--- src/rtl/pcq_pkg.sv ---
// Package for the per-channel signed 4-bit weight quantizer.
// Holds command codes, float32 constants and the unpack and round-and-pack helpers.
// No dependencies.
package pcq_pkg;

  localparam int CmdW = 2;
  localparam logic [CmdW-1:0] CMD_SCAN   = 2'd0;
  localparam logic [CmdW-1:0] CMD_FINISH = 2'd1;
  localparam logic [CmdW-1:0] CMD_QUANT  = 2'd2;

  localparam logic [31:0] FP_ONE   = 32'h3F80_0000;
  localparam logic [31:0] FP_SEVEN = 32'h40E0_0000;
  localparam logic [31:0] FP_INF   = 32'h7F80_0000;
  localparam logic [31:0] FP_QNAN  = 32'h7FC0_0000;

  // Significand and unbiased exponent of the float32 value of 1/15.
  localparam logic [23:0]        INV15_MANT = 24'h88_8889;
  localparam logic signed [10:0] INV15_EXP  = -11'sd4;

  // Quotient bits produced by the divider, one per cycle.
  localparam int DivSteps = 28;

  typedef struct packed {
    logic               sign;
    logic signed [10:0] exp;
    logic [23:0]        mant;
    logic               zero;
    logic               inf;
    logic               nan;
  } fp_unp_t;

  // Splits a float32 into sign, exponent and a significand with its top bit set.
  // Subnormal inputs are normalised here, so value = mant * 2^(exp - 23).
  function automatic fp_unp_t fp_unpack(logic [31:0] b);
    fp_unp_t    u;
    logic [23:0] m;
    logic [4:0]  lz;
    u.sign = b[31];
    u.zero = (b[30:0] == 31'd0);
    u.inf  = (b[30:23] == 8'hFF) && (b[22:0] == 23'd0);
    u.nan  = (b[30:23] == 8'hFF) && (b[22:0] != 23'd0);
    m  = {1'b0, b[22:0]};
    lz = 5'd0;
    for (int i = 0; i < 24; i++) begin
      if (m[i]) lz = 5'(23 - i);
    end
    if (b[30:23] != 8'd0) begin
      u.mant = {1'b1, b[22:0]};
      u.exp  = $signed({3'b000, b[30:23]}) - 11'sd127;
    end else begin
      u.mant = m << lz;
      u.exp  = -11'sd126 - $signed({6'b0, lz});
    end
    return u;
  endfunction

  // Rounds sig * 2^(exp - 26) to float32, nearest even; sig has its top bit set.
  // Handles overflow to infinity and gradual underflow.
  function automatic logic [31:0] fp_pack(logic s, logic signed [10:0] exp,
                                          logic [26:0] sig, logic st);
    logic signed [10:0] be;
    logic signed [10:0] nsh;
    logic [4:0]         sh;
    logic [26:0]        mask;
    logic [26:0]        s2;
    logic               lost;
    logic               up;
    logic [7:0]         be8;
    logic [30:0]        body;
    logic [31:0]        res;
    be   = exp + 11'sd127;
    nsh  = 11'sd1 - be;
    sh   = 5'd0;
    mask = 27'd0;
    if (be <= 11'sd0) begin
      sh   = (nsh > 11'sd27) ? 5'd27 : nsh[4:0];
      mask = ~(27'h7FF_FFFF << sh);
      lost = |(sig & mask);
      s2   = sig >> sh;
      be8  = 8'd0;
    end else begin
      lost = 1'b0;
      s2   = sig;
      be8  = be[7:0];
    end
    up   = s2[2] & (s2[1] | s2[0] | st | lost | s2[3]);
    body = {be8, s2[25:3]} + {30'd0, up};
    if (be >= 11'sd255) res = {s, FP_INF[30:0]};
    else res = {s, body};
    return res;
  endfunction

endpackage

--- src/rtl/pcq_in_if.sv ---
// Input channel of the quantizer: command and float32 value with valid/ready.
// Depends on pcq_pkg.
interface pcq_in_if;
  import pcq_pkg::*;
  logic            valid;
  logic            ready;
  logic [CmdW-1:0] command;
  logic [31:0]     value_bits;
  modport source (output valid, command, value_bits, input ready);
  modport sink   (input valid, command, value_bits, output ready);
endinterface

--- src/rtl/pcq_out_if.sv ---
// Result channel of the quantizer: weight, or scale and bias, with valid/ready.
// No dependencies.
interface pcq_out_if;
  logic               valid;
  logic               ready;
  logic               kind;
  logic signed [3:0]  weight_q;
  logic [31:0]        scale_bits;
  logic signed [31:0] bias_q;
  logic               out_of_range;
  modport source (output valid, kind, weight_q, scale_bits, bias_q, out_of_range,
                  input ready);
  modport sink   (input valid, kind, weight_q, scale_bits, bias_q, out_of_range,
                  output ready);
endinterface

--- src/rtl/per_channel_s4_weight_quantizer.sv ---
// Per-channel symmetric int4 weight quantizer, top level.
// Depends on pcq_pkg, pcq_in_if and pcq_out_if.
//
// Usage: a channel is sent twice. First every weight goes in as a scan command,
// which folds its magnitude into a running maximum. A finish command carrying the
// bias then fixes scale = max / 7 and returns one transfer with the scale and the
// bias quantized by scale / 15 (saturated to int32). Then every weight goes in
// again as a quantize command and comes back as a 4-bit value clamped to -8..7.
// Non-finite quotients return 0 with out_of_range set.
//
// Sequence: a scan transfer is folded in when taken and leaves the sequencer idle.
// A quantize runs one float division on a shared restoring divider that yields
// one quotient bit a cycle (28 steps), then rounds and registers its result. A
// finish runs a division, one multiply and a second division through the same
// divider before its result is registered.
// The input is ready only while the sequencer is idle, so it is ready again in
// the cycle the result is registered.
// The result register holds a finished transfer while the receiver stalls; a new
// item is taken meanwhile, and its result waits until the register is free.
// Reset (synchronous) clears the maximum, sets the scale to 1.0 and empties the
// result register.
module per_channel_s4_weight_quantizer (
  input logic        clk,
  input logic        rst,
  pcq_in_if.sink     items,
  pcq_out_if.source  results
);
  import pcq_pkg::*;

  localparam logic [3:0] S_IDLE  = 4'd0;
  localparam logic [3:0] S_DSET  = 4'd1;
  localparam logic [3:0] S_DITER = 4'd2;
  localparam logic [3:0] S_DRND  = 4'd3;
  localparam logic [3:0] S_MUL   = 4'd4;
  localparam logic [3:0] S_MRND  = 4'd5;
  localparam logic [3:0] S_OUT   = 4'd6;

  localparam logic [1:0] P_SCALE = 2'd0;
  localparam logic [1:0] P_BIAS  = 2'd1;
  localparam logic [1:0] P_QUANT = 2'd2;

  logic [3:0]         state;
  logic [1:0]         phase;
  logic [30:0]        max_abs;
  logic [31:0]        scale_reg;
  logic [31:0]        bias_reg;
  logic [31:0]        a_bits;
  logic [31:0]        b_bits;
  logic               d_sign;
  logic signed [10:0] d_exp;
  logic [23:0]        d_mb;
  logic [24:0]        d_rem;
  logic [DivSteps-1:0] d_q;
  logic [4:0]         count;
  logic               d_spec;
  logic [31:0]        d_spec_bits;
  logic [31:0]        res_bits;
  logic [47:0]        prod;
  logic               m_sign;
  logic signed [10:0] m_exp;
  logic               m_spec;
  logic [31:0]        m_spec_bits;

  logic               out_valid;
  logic               out_kind;
  logic signed [3:0]  out_wq;
  logic [31:0]        out_scale;
  logic signed [31:0] out_bias;
  logic               out_flag;

  logic    accept;
  fp_unp_t ua;
  fp_unp_t ub;
  fp_unp_t us;

  assign items.ready          = (state == S_IDLE);
  assign accept               = items.valid && items.ready;
  assign results.valid        = out_valid;
  assign results.kind         = out_kind;
  assign results.weight_q     = out_wq;
  assign results.scale_bits   = out_scale;
  assign results.bias_q       = out_bias;
  assign results.out_of_range = out_flag;

  // Operand unpacking for the divider set-up and for the scale multiply.
  assign ua = fp_unpack(a_bits);
  assign ub = fp_unpack(b_bits);
  assign us = fp_unpack(scale_reg);

  // One divider step: compare, subtract and shift the partial remainder.
  logic        step_ge;
  logic [24:0] step_rem;
  assign step_ge  = (d_rem >= {1'b0, d_mb});
  assign step_rem = step_ge ? (d_rem - {1'b0, d_mb}) : d_rem;

  // Normalisation and rounding of the quotient and of the product.
  logic [31:0] div_res;
  logic [31:0] mul_res;
  always_comb begin
    if (d_spec) div_res = d_spec_bits;
    else if (d_q[DivSteps-1]) div_res = fp_pack(d_sign, d_exp, d_q[DivSteps-1:1],
                                                d_q[0] | (d_rem != 25'd0));
    else div_res = fp_pack(d_sign, d_exp - 11'sd1, d_q[DivSteps-2:0], d_rem != 25'd0);
    if (m_spec) mul_res = m_spec_bits;
    else if (prod[47]) mul_res = fp_pack(m_sign, m_exp + 11'sd1, prod[47:21],
                                         |prod[20:0]);
    else mul_res = fp_pack(m_sign, m_exp, prod[46:20], |prod[19:0]);
  end

  // Conversion of the quotient to an integer, nearest even, with clamping.
  logic               cv_nonfinite;
  logic               cv_big;
  logic signed [10:0] cv_e;
  logic signed [10:0] cv_sh;
  logic [63:0]        cv_fix;
  logic [31:0]        cv_mag;
  logic               cv_up;
  logic signed [31:0] cv_bias;
  logic               cv_bias_flag;
  logic signed [3:0]  cv_wq;
  always_comb begin
    cv_nonfinite = (res_bits[30:23] == 8'hFF);
    cv_e         = $signed({3'b000, res_bits[30:23]}) - 11'sd127;
    cv_big       = (cv_e >= 11'sd31);
    cv_sh        = cv_e + 11'sd9;
    cv_fix       = 64'd0;
    if ((res_bits[30:23] != 8'd0) && (cv_sh >= 11'sd0) && !cv_big)
      cv_fix = {40'd0, 1'b1, res_bits[22:0]} << cv_sh[5:0];
    cv_up  = cv_fix[31] & ((|cv_fix[30:0]) | cv_fix[32]);
    cv_mag = cv_fix[63:32] + {31'd0, cv_up};

    cv_bias_flag = 1'b0;
    if (cv_nonfinite) begin
      cv_bias      = 32'sd0;
      cv_bias_flag = 1'b1;
    end else if (cv_big) begin
      if (res_bits == 32'hCF00_0000) begin
        cv_bias = 32'sh8000_0000;
      end else begin
        cv_bias      = res_bits[31] ? 32'sh8000_0000 : 32'sh7FFF_FFFF;
        cv_bias_flag = 1'b1;
      end
    end else begin
      cv_bias = res_bits[31] ? -$signed(cv_mag) : $signed(cv_mag);
    end

    if (cv_nonfinite) cv_wq = 4'sd0;
    else if (cv_big) cv_wq = res_bits[31] ? -4'sd8 : 4'sd7;
    else if (res_bits[31]) cv_wq = (cv_mag >= 32'd8) ? -4'sd8 : -$signed(cv_mag[3:0]);
    else cv_wq = (cv_mag >= 32'd7) ? 4'sd7 : $signed(cv_mag[3:0]);
  end

  // Sequencer, datapath registers and result register.
  always_ff @(posedge clk) begin
    if (rst) begin
      state     <= S_IDLE;
      phase     <= P_QUANT;
      max_abs   <= 31'd0;
      scale_reg <= FP_ONE;
      out_valid <= 1'b0;
      count     <= 5'd0;
    end else begin
      // A taken result empties the register unless a new one is loaded this cycle.
      if (out_valid && results.ready && (state != S_OUT)) out_valid <= 1'b0;
      case (state)
        S_IDLE: begin
          if (accept) begin
            case (items.command)
              CMD_SCAN: begin
                if ((items.value_bits[30:0] <= FP_INF[30:0]) &&
                    (items.value_bits[30:0] > max_abs))
                  max_abs <= items.value_bits[30:0];
              end
              CMD_FINISH: begin
                a_bits   <= (max_abs == 31'd0) ? FP_ONE : {1'b0, max_abs};
                b_bits   <= FP_SEVEN;
                bias_reg <= items.value_bits;
                max_abs  <= 31'd0;
                phase    <= P_SCALE;
                state    <= S_DSET;
              end
              CMD_QUANT: begin
                a_bits <= items.value_bits;
                b_bits <= scale_reg;
                phase  <= P_QUANT;
                state  <= S_DSET;
              end
              default: begin
              end
            endcase
          end
        end
        S_DSET: begin
          d_sign <= ua.sign ^ ub.sign;
          d_exp  <= ua.exp - ub.exp;
          d_mb   <= ub.mant;
          d_rem  <= {1'b0, ua.mant};
          d_q    <= '0;
          count  <= 5'd0;
          d_spec <= ua.nan | ub.nan | (ua.inf & ub.inf) | (ua.zero & ub.zero) |
                    ua.inf | ub.zero | ua.zero | ub.inf;
          if (ua.nan | ub.nan | (ua.inf & ub.inf) | (ua.zero & ub.zero))
            d_spec_bits <= FP_QNAN;
          else if (ua.inf | ub.zero)
            d_spec_bits <= {ua.sign ^ ub.sign, FP_INF[30:0]};
          else
            d_spec_bits <= {ua.sign ^ ub.sign, 31'd0};
          state <= S_DITER;
        end
        S_DITER: begin
          d_rem <= {step_rem[23:0], 1'b0};
          d_q   <= {d_q[DivSteps-2:0], step_ge};
          count <= count + 5'd1;
          if (count == 5'(DivSteps - 1)) state <= S_DRND;
        end
        S_DRND: begin
          if (phase == P_SCALE) begin
            scale_reg <= div_res;
            state     <= S_MUL;
          end else begin
            res_bits <= div_res;
            state    <= S_OUT;
          end
        end
        S_MUL: begin
          prod        <= us.mant * INV15_MANT;
          m_sign      <= us.sign;
          m_exp       <= us.exp + INV15_EXP;
          m_spec      <= us.zero | us.inf | us.nan;
          m_spec_bits <= us.nan ? FP_QNAN :
                         (us.inf ? {us.sign, FP_INF[30:0]} : {us.sign, 31'd0});
          state       <= S_MRND;
        end
        S_MRND: begin
          a_bits <= bias_reg;
          b_bits <= mul_res;
          phase  <= P_BIAS;
          state  <= S_DSET;
        end
        S_OUT: begin
          if (!out_valid || results.ready) begin
            out_valid <= 1'b1;
            out_flag  <= (phase == P_BIAS) ? cv_bias_flag : cv_nonfinite;
            if (phase == P_BIAS) begin
              out_kind  <= 1'b1;
              out_wq    <= 4'sd0;
              out_scale <= scale_reg;
              out_bias  <= cv_bias;
            end else begin
              out_kind  <= 1'b0;
              out_wq    <= cv_wq;
              out_scale <= 32'd0;
              out_bias  <= 32'sd0;
            end
            state <= S_IDLE;
          end
        end
        default: state <= S_IDLE;
      endcase
    end
  end

  // The input is only taken while the sequencer is idle.
  a_ready_idle: assert property (@(posedge clk) disable iff (rst)
    items.ready |-> (state == S_IDLE))
    else $error("input ready outside idle");

  // The divider never runs past its last quotient bit.
  a_count_range: assert property (@(posedge clk) disable iff (rst)
    (state == S_DITER) |-> (count <= 5'(DivSteps - 1)))
    else $error("divider step count out of range");

  // A finish transfer clears the running maximum.
  a_finish_clears: assert property (@(posedge clk) disable iff (rst)
    (accept && (items.command == CMD_FINISH)) |=> (max_abs == 31'd0))
    else $error("maximum not cleared by finish");

  // Weight results carry zero in the scale and bias fields.
  a_weight_fields: assert property (@(posedge clk) disable iff (rst)
    (out_valid && !out_kind) |-> ((out_scale == 32'd0) && (out_bias == 32'sd0)))
    else $error("weight result with scale or bias set");

  // A pending result is not overwritten before it is taken.
  a_no_overwrite: assert property (@(posedge clk) disable iff (rst)
    (out_valid && !results.ready && (state == S_OUT)) |=> (state == S_OUT))
    else $error("result register overwritten while stalled");

endmodule
--- src/flat_wrapper.sv ---
// flat-port wrapper written by rule: the top's interface ports become plain ports
module per_channel_s4_weight_quantizer_flat import pcq_pkg::*;
  (clk, rst, items_valid, items_command, items_value_bits, items_ready, results_valid, results_kind, results_weight_q, results_scale_bits, results_bias_q, results_out_of_range, results_ready);
  pcq_in_if items_i ();
  pcq_out_if results_i ();
  input logic clk;
  input logic rst;
  input wire logic [$bits(items_i.valid)-1:0] items_valid;
  input wire logic [$bits(items_i.command)-1:0] items_command;
  input wire logic [$bits(items_i.value_bits)-1:0] items_value_bits;
  output wire logic [$bits(items_i.ready)-1:0] items_ready;
  output wire logic [$bits(results_i.valid)-1:0] results_valid;
  output wire logic [$bits(results_i.kind)-1:0] results_kind;
  output wire logic [$bits(results_i.weight_q)-1:0] results_weight_q;
  output wire logic [$bits(results_i.scale_bits)-1:0] results_scale_bits;
  output wire logic [$bits(results_i.bias_q)-1:0] results_bias_q;
  output wire logic [$bits(results_i.out_of_range)-1:0] results_out_of_range;
  input wire logic [$bits(results_i.ready)-1:0] results_ready;
  assign items_i.valid = items_valid;
  assign items_i.command = items_command;
  assign items_i.value_bits = items_value_bits;
  assign items_ready = items_i.ready;
  assign results_valid = results_i.valid;
  assign results_kind = results_i.kind;
  assign results_weight_q = results_i.weight_q;
  assign results_scale_bits = results_i.scale_bits;
  assign results_bias_q = results_i.bias_q;
  assign results_out_of_range = results_i.out_of_range;
  assign results_i.ready = results_ready;
  per_channel_s4_weight_quantizer u_core (.clk(clk), .rst(rst), .items(items_i), .results(results_i));
endmodule
--- config.mk ---
export PLATFORM = sky130hd
export DESIGN_NAME = per_channel_s4_weight_quantizer_flat
export DESIGN_NICKNAME = d
export VERILOG_FILES = /design/src/rtl/pcq_pkg.sv /design/src/rtl/pcq_in_if.sv /design/src/rtl/pcq_out_if.sv /design/src/rtl/per_channel_s4_weight_quantizer.sv /design/src/flat_wrapper.sv
export SDC_FILE = /design/constraint.sdc
export NUM_CORES = 2
export LEC_CHECK = 0
export ABC_CLOCK_PERIOD_IN_PS = 11400
export BUFFER_PORTS_ARGS = -buffer_cell sky130_fd_sc_hd__buf_2
export CAP_MARGIN = 25
export CELL_PAD_IN_SITES_DETAIL_PLACEMENT = 0
export CELL_PAD_IN_SITES_GLOBAL_PLACEMENT = 1
export CORE_MARGIN = 2
export CORE_UTILIZATION = 45
export CTS_BUF_LIST = sky130_fd_sc_hd__clkbuf_8 sky130_fd_sc_hd__clkbuf_16
export CTS_CLUSTER_SIZE = 14
export DETAILED_ROUTE_END_ITERATION = 12
export PLACE_DENSITY_LB_ADDON = 0.1
export RECOVER_POWER = 25
export SLEW_MARGIN = 40
export SYNTH_ARGS = -nofsm -noshare
export SYNTH_HDL_FRONTEND = slang
export SYNTH_SLANG_ARGS = --single-unit
--- constraint.sdc ---
create_clock -name clk -period 11.4 [get_ports clk]
set_input_delay 1.14 -clock clk [delete_from_list [all_inputs] [get_ports clk]]
set_output_delay 1.14 -clock clk [all_outputs]
set_load 0.05 [all_outputs]
Word level (Yosys, flattened, before mapping). Index checks and enable logic that the tools add are counted.

Register bits after elaboration: 488. Logic and storage cells: 377.

Add/sub/neg operators: 29. Multipliers: 1. Magnitude comparators: 19. Equal/unequal tests: 22. Shift operators: 12. Mux-type cells: 162. Bitwise logic cells: 47. Reductions and logical operators: 57.

Operator list (count): $mux W5 (73); $mux W26 (12); $mux W31 (10); $mux W32 (8); $pmux W32 S2 (4); $add A31 B1 Y31 (4); $logic_not A31 Y1 (4); $and A27 B27 Y27 (4); $not A27 Y27 (4); $reduce_or A27 Y1 (4); $shl A27 B5 Y27 const A (4); $shr A27 B5 Y26 (4); $mux W35 (3); $mux W8 (12); $shl A23 B5 Y24 (3); $logic_not A23 Y1 (3); $reduce_bool A23 Y1 (3); $mux W64 (1); $shl A24 B6 Y64 (1); $pmux W31 S2 (1); $pmux W28 S2 (1); $pmux W25 S2 (1); $mul A24 B24 Y48 const B (1); $add A11 B8 Y11 const B (4); 61 further kinds (180).

Depth between registers and ports, before layout.
Word-level depth: 26. Mapped depth: 41. Gate-level depth less buffers: 39.

Worst setup path before layout. OpenSTA, ideal clock, no wires.

Kind: register to register. Start: reg u_core.scale_reg[1]. End: reg u_core.prod[44] (data pin). Setup time: 258 ps. Arrival: 8474 ps. Data required time: 11142 ps. Slack: 2668 ps. Cell stages (with the launch flop): 39. Path through: dfxtp_1 clkbuf_1 nand2b_1 a21oi_1 o21bai_1 a21oi_1 o21ai_0 a21oi_1 o21bai_1 a21oi_1 o21bai_1 a21o_1 buf_1 a211oi_1 a31oi_1 mux2i_1 mux2_2 o21ai_0 [3 not listed] fa_1 inv_1 fa_1 inv_1 fa_1 inv_1 ha_1 a21o_1 or4_1 o32a_1 a31oi_1 o21bai_1 nand3_1 a31o_2 o21ai_0 or2_2 a31oi_1 xnor2_1.

Longest elaborated chain between the ends: 25.

Ends and longest elaborated chain: start, declared (RTL line per_channel_s4_weight_quantizer.sv:45) `logic [31:0] scale_reg;`; start signal, assigned (RTL line per_channel_s4_weight_quantizer.sv:218) `scale_reg <= div_res;`; $mux W5 (22 in a row) (RTL line pcq_pkg.sv:45) `if (m[i]) lz = 5'(23 - i);`; $shl A23 B5 Y24 (RTL line pcq_pkg.sv:51) `u.mant = m << lz;`; $mux W35 * (RTL line pcq_pkg.sv:47) `if (b[30:23] != 8'd0) begin`; $mul A24 B24 Y48 * (RTL line per_channel_s4_weight_quantizer.sv:226) `prod <= us.mant * INV15_MANT;`; end signal, assigned (RTL line per_channel_s4_weight_quantizer.sv:226); end, declared (RTL line per_channel_s4_weight_quantizer.sv:58) `logic [47:0] prod;`.

Mark *: on every way between the ends. The rest lies on a longest branch, timed or not. A chain may end at the register's enable or synchronous reset.

Worst setup path after layout.
Start: reg u_core.d_exp[1]. End: reg u_core.res_bits[25] (data pin).

Longest elaborated chain between the ends: 19. Elaborated cells between the ends (all ways): 57. Classes of those cells: 7 x add/sub; 6 x order compare; 4 x shift; 24 x mux; 14 x bitwise; 2 x reduce/logical.

Ends and longest elaborated chain: start, declared (RTL line per_channel_s4_weight_quantizer.sv:50) `logic signed [10:0] d_exp;`; start signal, assigned (RTL line per_channel_s4_weight_quantizer.sv:195) `d_exp <= ua.exp - ub.exp;`; $sub A11 B2 Y11 (RTL line per_channel_s4_weight_quantizer.sv:103) `else div_res = fp_pack(d_sign, d_exp - 11'sd1, d_q[DivSteps-2:0], d_rem != 25'd0);`; $add A11 B8 Y11 (RTL line pcq_pkg.sv:71) `be = exp + 11'sd127;`; $sub A2 B11 Y11 (RTL line pcq_pkg.sv:72) `nsh = 11'sd1 - be;`; $gt A11 B6 Y1 (RTL line pcq_pkg.sv:76) `sh = (nsh > 11'sd27) ? 5'd27 : nsh[4:0];`; $mux W5 (RTL line pcq_pkg.sv:76); $shl A27 B5 Y27 (RTL line pcq_pkg.sv:77) `mask = ~(27'h7FF_FFFF << sh);`; $not A27 Y27 (RTL line pcq_pkg.sv:77); $and A27 B27 Y27 (RTL line pcq_pkg.sv:78) `lost = |(sig & mask);`; [3 not listed]; $mux W1 (RTL line per_channel_s4_weight_quantizer.sv:100) `if (d_spec) div_res = d_spec_bits;`; $or A1 B1 Y1 (2 in a row) (RTL line pcq_pkg.sv:86) `up = s2[2] & (s2[1] | s2[0] | st | lost | s2[3]);`; $and A1 B1 Y1 (RTL line pcq_pkg.sv:86); $add A31 B1 Y31 (RTL line pcq_pkg.sv:87) `body = {be8, s2[25:3]} + {30'd0, up};`; $mux W31 (RTL line pcq_pkg.sv:88) `if (be >= 11'sd255) res = {s, FP_INF[30:0]};`; $mux W31 * (RTL line per_channel_s4_weight_quantizer.sv:101) `else if (d_q[DivSteps-1]) div_res = fp_pack(d_sign, d_exp, d_q[DivSteps-1:1],`; $mux W32 * (RTL line per_channel_s4_weight_quantizer.sv:100); net u_core.div_res[25] (RTL line per_channel_s4_weight_quantizer.sv:97) `logic [31:0] div_res;`; end signal, assigned (RTL line per_channel_s4_weight_quantizer.sv:221) `res_bits <= div_res;`; end, declared (RTL line per_channel_s4_weight_quantizer.sv:57) `logic [31:0] res_bits;`.

Mark *: on every way through the listed nets, which the timed path passes. The rest lies on a longest branch. The select of a mux whose other input is x is not followed.

==> reports/qor.tcl <==
set qor(pre_cts_ws_ns) 1.52
set qor(synth_area_per_cell_um2) 8.04
set qor(cts_tree) {done}
set qor(synth_top_cells_by_area) {edfxtp_1 21%, ha_1 8.3%, mux2i_1 5.0%, nand2_1 4.4%, a21oi_1 4.4%}
set qor(postSynthNetCount) 6693
set qor(num-nets-final) 6567
set qor(place.detailed.hpwl_um) 150000
set qor(final_layout_size_suffix_gt1_share_pct) 9.07
set qor(critical_path_required_ns) 11.78
set qor(powerDensity_nw_per_um2) 80.5
set qor(antenna_violating_nets_post_route) 0
set qor(crit_path_top_delay_cell) {ha_1}
set qor(path_class) {reg2reg}
set qor(grt_remaining_overflow) 0
set qor(cts_num_sinks) 429
set qor(avgRoutedWirePerCell_um) 26.5
set qor(placement.cell_area_um2) 52300
set qor(rsz0062_at_grt) {no}
set qor(num_rows) 122
set qor(dieHeight_um) 338
set qor(rrSetupSlack_ns) 1.25
set qor(synth_edf_count) 355
set qor(buffer_ports.inserted) 109
set qor(post-route-min-period_ns) 10.15
set qor(cts_hold_buf) 0
set qor(yosysSeqAreaShare_pct) 24.2
set qor(htree_depth) 2
set qor(busiest_layer) {met2}
set qor(dr.first_iter.drc_count) 6442
set qor(vias) 50800
set qor(cts_made_buffers) 52
set qor(outcome) {finished, violations left}
set qor(gpl.final_weighted_congestion) 1.02
set qor(final_worst_clock_skew_ns) 0.0412
set qor(worst_setup_path_start_kind) {register}
set qor(cts.root.buffer_cell) {clkbuf_16}
set qor(drc) 0
set qor(setup_viol) 0
set qor(first_global_vias) 47200
set qor(drv_cap) 6
set qor(num_antenna_cells) 0
set qor(cts.repair_timing.setup_buffer_count) 0
set qor(mappedNetlistArea_um2) 50200
set qor(slew_viol_final) 249
set qor(grt_util_met1_pct) 46.8
set qor(grt_max_degree) 71
set qor(io_pins) 110
set qor(grt.met2_usage_pct) 54.8
set qor(biggest_register) {u_core.prod}
set qor(cts_max_path_buffers) 3
set qor(yosysMostFrequentCell) {nand2_1}
set qor(critical_path.max_stage_delay_ns) 0.99
set qor(detail_route.first_pass.iterations) 9
set qor(whs_path_depth) 2
set qor(relSlewSlack_pct) -168
set qor(floorplan.die.width_um) 338
set qor(grt_first_pass_wirelength_um) 303000
set qor(viasPerCell) 6.64
set qor(clock_insertion_delay_worst_skew_ns) 0.68
set qor(fin_crit_sh_pct) 89.0
set qor(areaGrowthSynthToFinish_pct) 7.94
set qor(post_cts.resized_instances) 0
set qor(synth_async_sr_flop_share_pct) 0
set qor(largest_vdd_supply_drop_mv) 0.119
set qor(post-route-util_pct) 49.0
set qor(fill_cells) 10900
set qor(yosys.area.top_type) {edfxtp_1}
set qor(violations) {max-capacitance violations, max-slew violations}
set qor(fin_ws_ns) 1.25
set qor(setup-tns-final_ns) 0
set qor(initial_antenna_violation_count) 1
set qor(critPathCaptureType) {register}
set qor(syn-instance-count) 6245
set qor(critPathMaxFanout) 31
set qor(postSynth.topFlopCell) {edfxtp_1}
set qor(start_util_pct) 45.4
set qor(grt_util_all_layers_pct) 34.4
set qor(clk_transition_reported_paths_ns) 0.06
set qor(synth.top_cells.by_count) {586 x nand2_1, 464 x nor2_1, 437 x a21oi_1}
set qor(max_slew.worst_pin.slew_ns) 4.02
set qor(post-synth-top-area-fraction_pct) 21.2
set qor(routed_wire_length_um) 202000
set qor(rr_worst_depth) 26
set qor(core_region_area_um2) 111000
set qor(cellLeakagePower_nw) 21.0
set qor(critPathArrivalTime_ns) 10.53
set qor(largest_register_ffs) 48
set qor(synth.yosys.warnings) 0
set qor(final_count_of_hold_timing_violations) 0
set qor(floorplan.die_area_um2) 114000
set qor(synth_seq_cells) 429
set qor(clock.fmax_mhz) 98.5
set qor(cp_common_cell) {nor3_1}
set qor(met3_usage_pct) 4.98
set qor(finalHoldWorstSlack_ns) 0.480
set qor(synthDistinctLibCells) 113
set qor(hold_path.class) {reg2reg}
set qor(finish.instance_area_um2) 54200
-- per-layer routing --
metal | vias to the layer above | part of all wire (%)
li1 | 23200 | -
met1 | 24500 | 42
met2 | 2526 | 45
met3 | 553 | 8.2
met4 | 2 | 4.8
met5 | - | 0.0035
-- worst max-delay path: cells and delay by family (launching register included) --
kind            cells  cell delay, ns
buf+inv             4            1.56
fa+ha+maj           2            1.25
simple gates        9            4.33
flops               1            0.32
compound gates     11            2.37
-- through the flow --
| step | instances | power, mW |
|---|---|---|
| 6_report | 7651 | 4.36 |
| 5_1_grt | 7651 | 4.50 |
| 4_1_cts | 7649 | 4.37 |
| 3_5_place_dp | 7551 | 2.52 |
| 3_3_place_gp | 7546 | 2.52 |
| 2_1_floorplan | 6245 | 2.28 |
-- power by group --
group	total [mW]	internal (mW)	switching [mW]
combinational	0.735	0.242	0.492
clock	1.85	1.08	0.773
sequential	1.78	1.73	0.0503
-- cell families (layout without fill, tap and decap cells) --
logic type,count (synthesis),in the layout,synth area share [%]
AOI/OAI and AO/OA,1830,1830,24.5
xor gates and xnor gates,226,226,3.94
and+or+nand+nor,2205,2205,22.1
muxes,331,331,7.65
adders and majority gates,413,413,11.4
buffers and inverters,811,729,6.25
DFF,429,429,24.2
-- cell usage in the layout (no fill, tap or decap), types with 52 or more instances in the layout --
cell / synthesis / final
nand2_1: 586 / 581
nor2_1: 464 / 459
a21oi_1: 437 / 431
o21ai_0: 364 / 359
edfxtp_1: 355 / 355
inv_1: 347 / 351
ha_1: 333 / 332
mux2i_1: 253 / 253
nand3_1: 222 / 222
nor3_1: 204 / 201
buf_4: 6 / 155
xnor2_1: 137 / 133
nor4_1: 117 / 115
o211ai_1: 108 / 108
a31oi_1: 92 / 90
xor2_1: 89 / 88
a211oi_1: 87 / 85
nand4_1: 85 / 85
fa_1: 77 / 77
buf_2: 31 / 77
dfxtp_1: 74 / 74
and3_1: 74 / 72
a21o_1: 67 / 66
o22ai_1: 65 / 65
or3_1: 61 / 61
and2_1: 99 / 60
clkbuf_16: 0 / 52
-- layout make-up --
class,count,area (µm²),share of cell area [%]
multi-input cells,5005,35200,64.9
flip-flops and latches,429,12100,22.4
well taps,1488,1860,3.44
repair buffers,277,1800,3.32
clock buffers,58,1380,2.55
inverters,354,1330,2.45
clock inverters,40,517,0.954
-- path summary, 6_finish.rpt --
kind | startpoint | end
hold / removal | u_core.count[4]$_SDFFE_PP0N_ | u_core.count[4]$_SDFFE_PP0N_
setup / recovery | u_core.d_exp[1]$_DFFE_PP_ | u_core.res_bits[25]$_DFFE_PP_
hold reg to reg | u_core.count[4]$_SDFFE_PP0N_ | u_core.count[4]$_SDFFE_PP0N_
setup reg to reg | u_core.d_exp[1]$_DFFE_PP_ | u_core.res_bits[25]$_DFFE_PP_
Note: power is estimated with default switching activity, not from simulation.
